$ cat config.mk
export PLATFORM = sky130hd
export DESIGN_NAME = sspk_sqrt
export DESIGN_NICKNAME = d
export VERILOG_FILES = /design/src/sspk_pkg.sv /design/src/sspk_sqrt.sv
export SDC_FILE = /design/constraint.sdc
export NUM_CORES = 2
export LEC_CHECK = 0
export BUFFER_PORTS_ARGS = -buffer_cell sky130_fd_sc_hd__buf_2
export CORE_ASPECT_RATIO = 1.4
export CORE_UTILIZATION = 41
export DETAILED_ROUTE_END_ITERATION = 6
export GPL_TIMING_DRIVEN = 0
export MAX_ROUTING_LAYER = met4
export RECOVER_POWER = 50
export SYNTH_ARGS = -nofsm -noshare
export SYNTH_HDL_FRONTEND = slang
export SYNTH_SLANG_ARGS = --single-unit
$ cat constraint.sdc
create_clock -name clk -period 4.8 [get_ports clk]
set_clock_uncertainty 0.05 [all_clocks]
set_input_delay 0.96 -clock clk [delete_from_list [all_inputs] [get_ports clk]]
set_output_delay 0.96 -clock clk [all_outputs]
set_load 0.005 [all_outputs]
$ cat src/sspk_pkg.sv
// ----------------------------------------------------------------------------
// sspk_pkg
// Types and constants shared by the sync sequence sliding peak search.
// ----------------------------------------------------------------------------
`default_nettype none

package sspk_pkg;

  localparam int unsigned MaxRefLen   = 128;
  localparam int unsigned RefAddrBits = 7;
  localparam int unsigned MaxFrameLen = 65536;
  localparam int unsigned CountBits   = 17;
  localparam int unsigned SampleBits  = 16;
  localparam int unsigned MetricBits  = 38;
  localparam int unsigned OffsetBits  = 16;
  localparam int unsigned LenBits     = 8;
  localparam int unsigned ProdBits    = 2 * SampleBits;
  localparam int unsigned MagBits     = ProdBits - 1;
  localparam int unsigned RadBits     = 2 * MagBits;
  localparam int unsigned RootBits    = MagBits;

  localparam logic [LenBits-1:0] LenReset = LenBits'(MaxRefLen);

  localparam logic ActionRefLoad = 1'b0;
  localparam logic ActionData    = 1'b1;

  typedef struct packed {
    logic                         action;
    logic [RefAddrBits-1:0]       ref_index;
    logic signed [SampleBits-1:0] in_phase;
    logic signed [SampleBits-1:0] quadrature;
    logic                         last;
  } in_t;

  typedef struct packed {
    logic                  peak_found;
    logic [OffsetBits-1:0] peak_offset;
    logic [MetricBits-1:0] peak_metric;
  } out_t;

  typedef enum logic [1:0] {
    ST_IDLE,
    ST_RUN,
    ST_FIN
  } state_t;

endpackage

`default_nettype wire

$ cat src/sspk_sqrt.sv
// ----------------------------------------------------------------------------
// sspk_sqrt
// Pipelined floor square root, one result bit per stage.
// ----------------------------------------------------------------------------
`default_nettype none

module sspk_sqrt (
  input  wire logic                              clk,
  input  wire logic                              rst,
  input  wire logic                              in_valid,
  input  wire logic [sspk_pkg::RadBits-1:0]      radicand,
  output logic                                   out_valid,
  output logic [sspk_pkg::RootBits-1:0]          root
);

  localparam int unsigned W      = sspk_pkg::RadBits;
  localparam int unsigned Stages = sspk_pkg::RootBits;

  logic [W-1:0] rem_q  [Stages];
  logic [W-1:0] root_q [Stages];
  logic         vld_q  [Stages];

  function automatic logic [2*W-1:0] sqrt_step(input logic [W-1:0] x,
                                               input logic [W-1:0] r,
                                               input int unsigned k);
    logic [W-1:0] b;
    logic [W-1:0] t;
    b = W'(1) << (W - 2 - 2 * k);
    t = r + b;
    if (x >= t) begin
      sqrt_step = {x - t, (r >> 1) + b};
    end else begin
      sqrt_step = {x, r >> 1};
    end
  endfunction

  always_ff @(posedge clk) begin
    {rem_q[0], root_q[0]} <= sqrt_step(radicand, '0, 0);
    for (int unsigned k = 1; k < Stages; k++) begin
      {rem_q[k], root_q[k]} <= sqrt_step(rem_q[k-1], root_q[k-1], k);
    end
  end

  always_ff @(posedge clk) begin
    if (rst) begin
      for (int unsigned k = 0; k < Stages; k++) vld_q[k] <= 1'b0;
    end else begin
      vld_q[0] <= in_valid;
      for (int unsigned k = 1; k < Stages; k++) vld_q[k] <= vld_q[k-1];
    end
  end

  assign out_valid = vld_q[Stages-1];
  assign root      = root_q[Stages-1][sspk_pkg::RootBits-1:0];

endmodule

`default_nettype wire
==> results.md <==
* Simple logic cell fraction of the synthesized area at 0.157
* Cells after synthesis at 9084
* GRT overflow at 0
* DR vias/cell at 5.22
* Main flop type after synthesis: dfxtp_1
* 1st-iter DRT viols at 3272
* Number of synthesized flops with an enable pin at 0
* RSZ-0062 raised after global routing: false
* Final Setup Violations at 0
* Routed Wire Length at 250000 um
* Max transition margin at 0.108
* Area occupied by multi-input gates at 39400 um^2
* VDD IR-drop max at 0.000389 V
* Failing checks: DRC
* PwrDens at 602 nW/um^2
* Drt wl/cell at 20.1 um
* Avg Inst Size Synth at 9.95 um^2
* Minimum clock period at roughly 4.7 ns
* Post-synthesis mux area share at 0.00919
* DP Worst Slack at -0.845 ns
* Num CTS Buffers at 226
* Final WS setup at ~0.12 ns
* Clock sink count at roughly 2400
* Final Cycle Share at 0.974
* Setup bufs post-CTS at 0
* Startpoint Class: register
* Clk Latency, worst-skew pair at 0.90 ns
* Final Max Tran Viols at 0
* R2R setup slack at 0.12 ns
* Core box area at approximately 220000 um^2
* Cell leakage power at about 46 nW
* Synth Area in Adders at 0.0727
* PortBufs at between 90 and 100
* Hold_buf cts at 0
* Distinct cells, synth at 84
* Critical path arrival at 5.37 ns
* Fin Setup TNS at 0 ns
* Dpl cell area at approximately 95000 um^2
* Maximum fanout along the worst path at 10
* Die area at between 200000 and 250000 um^2
* Hold slack at 0.0872 ns
* Global-route wire length before repair at 380000 um
* Gr usage total at 0.228
* Hold Path Class: in2reg
* Fraction of layout cells with a size suffix above 1 at 0.0670
* Final hold vios at 0
* CTS HTree Levels at 4
* Final core occ at 0.469
* TritonCTS clock tree: built
* Synthesis Warnings at 0
* Largest net degree at the start of global routing at 23
* Initial antenna violation count at 2
* Initial Util at 0.413
* Area Overhead vs Synth at 13.4%
* Vias in the first global route at 68100
* Mapped Nets at 9674
* Via Count at 65100
* Clk Tree Root Cell: clkbuf_16
* Post-Synth XOR/XNOR Area at 0.0804
* FP Rows at 203
* Die Y at approximately 560 um
* Reg clk slew, reported paths at 0.07 ns
* DRC at 4
* GP Congestion at 1.05
* Dpl hpwl at just over 200000 um
* CTS Buffer Depth at 4
* Compound-Gate Fraction of Synth Area at 0.116
* Die X at around 400 um
* DRT Pass-1 Iters at 7
* Worst Tran Pin Value at 1.32 ns
* FF+latch count, synth at roughly 2400
* Asr flop ratio synth at 0
* Synthesized area at 90400 um^2
* Main combinational cell family by area after synthesis: simple AND/OR/NAND/NOR gates
* Antenna viol nets, final at 0
* Fin area at 102000 um^2
* Setup CP Type: reg2reg
* Crit path required time at approximately 5.5 ns
* Worst Setup End Kind: register
* Status: finished with violations
* Max Clk Rate at 214 MHz
* Io pins at 97
* Fillers at 20400
* Max Cap Viol at 0
* Fin nets at 9999
* Sequential fraction of the synthesis area at 0.529
* FF+latch area at around 48000 um^2
[registers in the layout, summed over array words and instances, names as in the netlist]
signal  count
root       31
root_q    465
rem_q    1860
vld_q      31
[layer usage]
layer | share of wire | wire length, um | vias to the layer above | track usage
li1 | - | - | 32300 | -
met1 | 0.33 | 82100 | 30600 | 0.189
met2 | 0.57 | 142000 | 1388 | 0.460
met3 | 0.028 | 7090 | 789 | 0.0253
met4 | 0.079 | 19700 | 0 | 0.157
met5 | 0 | 0 | - | -
[cell usage in the layout, fill, tap and decap left out, types with 44 or more instances in the layout]
cell type and n:
o21a_1 104, nor2_1 606, nor4_1 311, clkbuf_1 194, nor2b_1 92, nor4b_1 61, dfxtp_1 2387, a211oi_1 50
nand4_1 147, nor3_1 228, or4_1 78, xor2_1 390, o21bai_1 44, buf_2 67, nand3_1 150, mux2_2 64
nand2_1 579, or3_1 99, nand2b_1 104, o31ai_1 55, a21o_1 181, clkbuf_8 48, a21oi_1 539, o21ai_0 459
clkbuf_16 229, inv_1 651, xnor2_1 440, ha_1 525
[report_power, final]
| group | total (mW) | switching (mW) | internal [mW] |
|---|---|---|---|
| sequential | 28.0 | 3.76 | 24.3 |
| clock | 18.6 | 7.67 | 10.9 |
| combinational | 15.1 | 8.63 | 6.49 |
[what timing repair did]
item | in CTS | in global routing
resized for setup | 17 | 23
setup endpoints to repair | 128 | 77
pin swaps | 0 | 1
gates cloned | 0 | 0
[cell families (layout without fill, tap and decap cells)]
kind of cell / after synthesis / in the layout
flip-flops: 2387 / 2387
AO/OA/AOI/OAI: 1698 / 1698
multiplexers: 75 / 75
adder cells (fa/ha/maj): 525 / 525
buffers and inverters: 848 / 1354
XOR/XNOR: 830 / 830
other: 0 / 2
AND/OR/NAND/NOR: 2721 / 2721
[synth_stat cells, drive strengths merged (30+ instances only)]
library cell / number / area (um^2)
a211oi: 50 / 375
a21o: 181 / 1360
a21oi: 539 / 2700
a31oi: 37 / 231
and2: 40 / 250
and3: 44 / 275
buf: 52 / 320
clkbuf: 144 / 541
dfxtp: 2387 / 47800
ha: 525 / 6570
inv: 651 / 2440
mux2: 64 / 721
nand2: 579 / 2170
nand2b: 104 / 651
nand3: 150 / 751
nand4: 147 / 920
nand4b: 31 / 272
nor2: 608 / 2280
nor2b: 92 / 576
nor3: 229 / 1150
nor4: 324 / 2030
nor4b: 63 / 567
o211ai: 30 / 225
o21a: 104 / 781
o21ai: 465 / 2330
o21bai: 44 / 330
o31ai: 56 / 420
or2: 32 / 200
or3: 99 / 619
or4: 79 / 593
xnor2: 440 / 3850
xor2: 390 / 3420
[through the flow]
| stage | std cells | total power, mW |
|---|---|---|
| final | 12500 | 61.7 |
| after global routing | 12500 | 65.1 |
| after CTS | 12500 | 62.1 |
| after detailed placement | 12100 | 43.4 |
| after global placement | 12100 | 43.2 |
| after floorplan | 9084 | 38.3 |
[final cells by class]
| class | instances | area share |
|---|---|---|
| Antenna cell | 2 | 0.0000488 |
| Tap cell | 2870 | 0.0350 |
| Clock inverter | 109 | 0.0136 |
| Clock buffer | 300 | 0.0632 |
| Inverter | 652 | 0.0239 |
| Timing Repair Buffer | 99 | 0.00444 |
| Buffer | 194 | 0.00850 |
| Sequential cell | 2387 | 0.466 |
| Multi-Input combinational cell | 5849 | 0.385 |
[final timing paths]
kind                    endpoint  cells past startpoint                 from
max           rem_q[167]$_DFF_P_                     11  root_q[194]$_DFF_P_
min          rem_q[1869]$_DFF_P_                      1          radicand[9]
max reg2reg   rem_q[167]$_DFF_P_                     11  root_q[194]$_DFF_P_
min reg2reg  root_q[332]$_DFF_P_                      0  root_q[395]$_DFF_P_
[worst max-delay path, stage by stage, from the launching register on]
cell and delay [ns]:
dfxtp_1 0.36, inv_1 0.05, ha_1 0.21, or3_1 0.37, o2bb2ai_1 0.35, o211ai_1 0.16, a21oi_1 0.34, o31ai_1 0.20
o41ai_1 1.00, o221ai_1 0.73, nor4_1 0.50, xor2_1 0.18
Power figures use the tool's default switching activity.
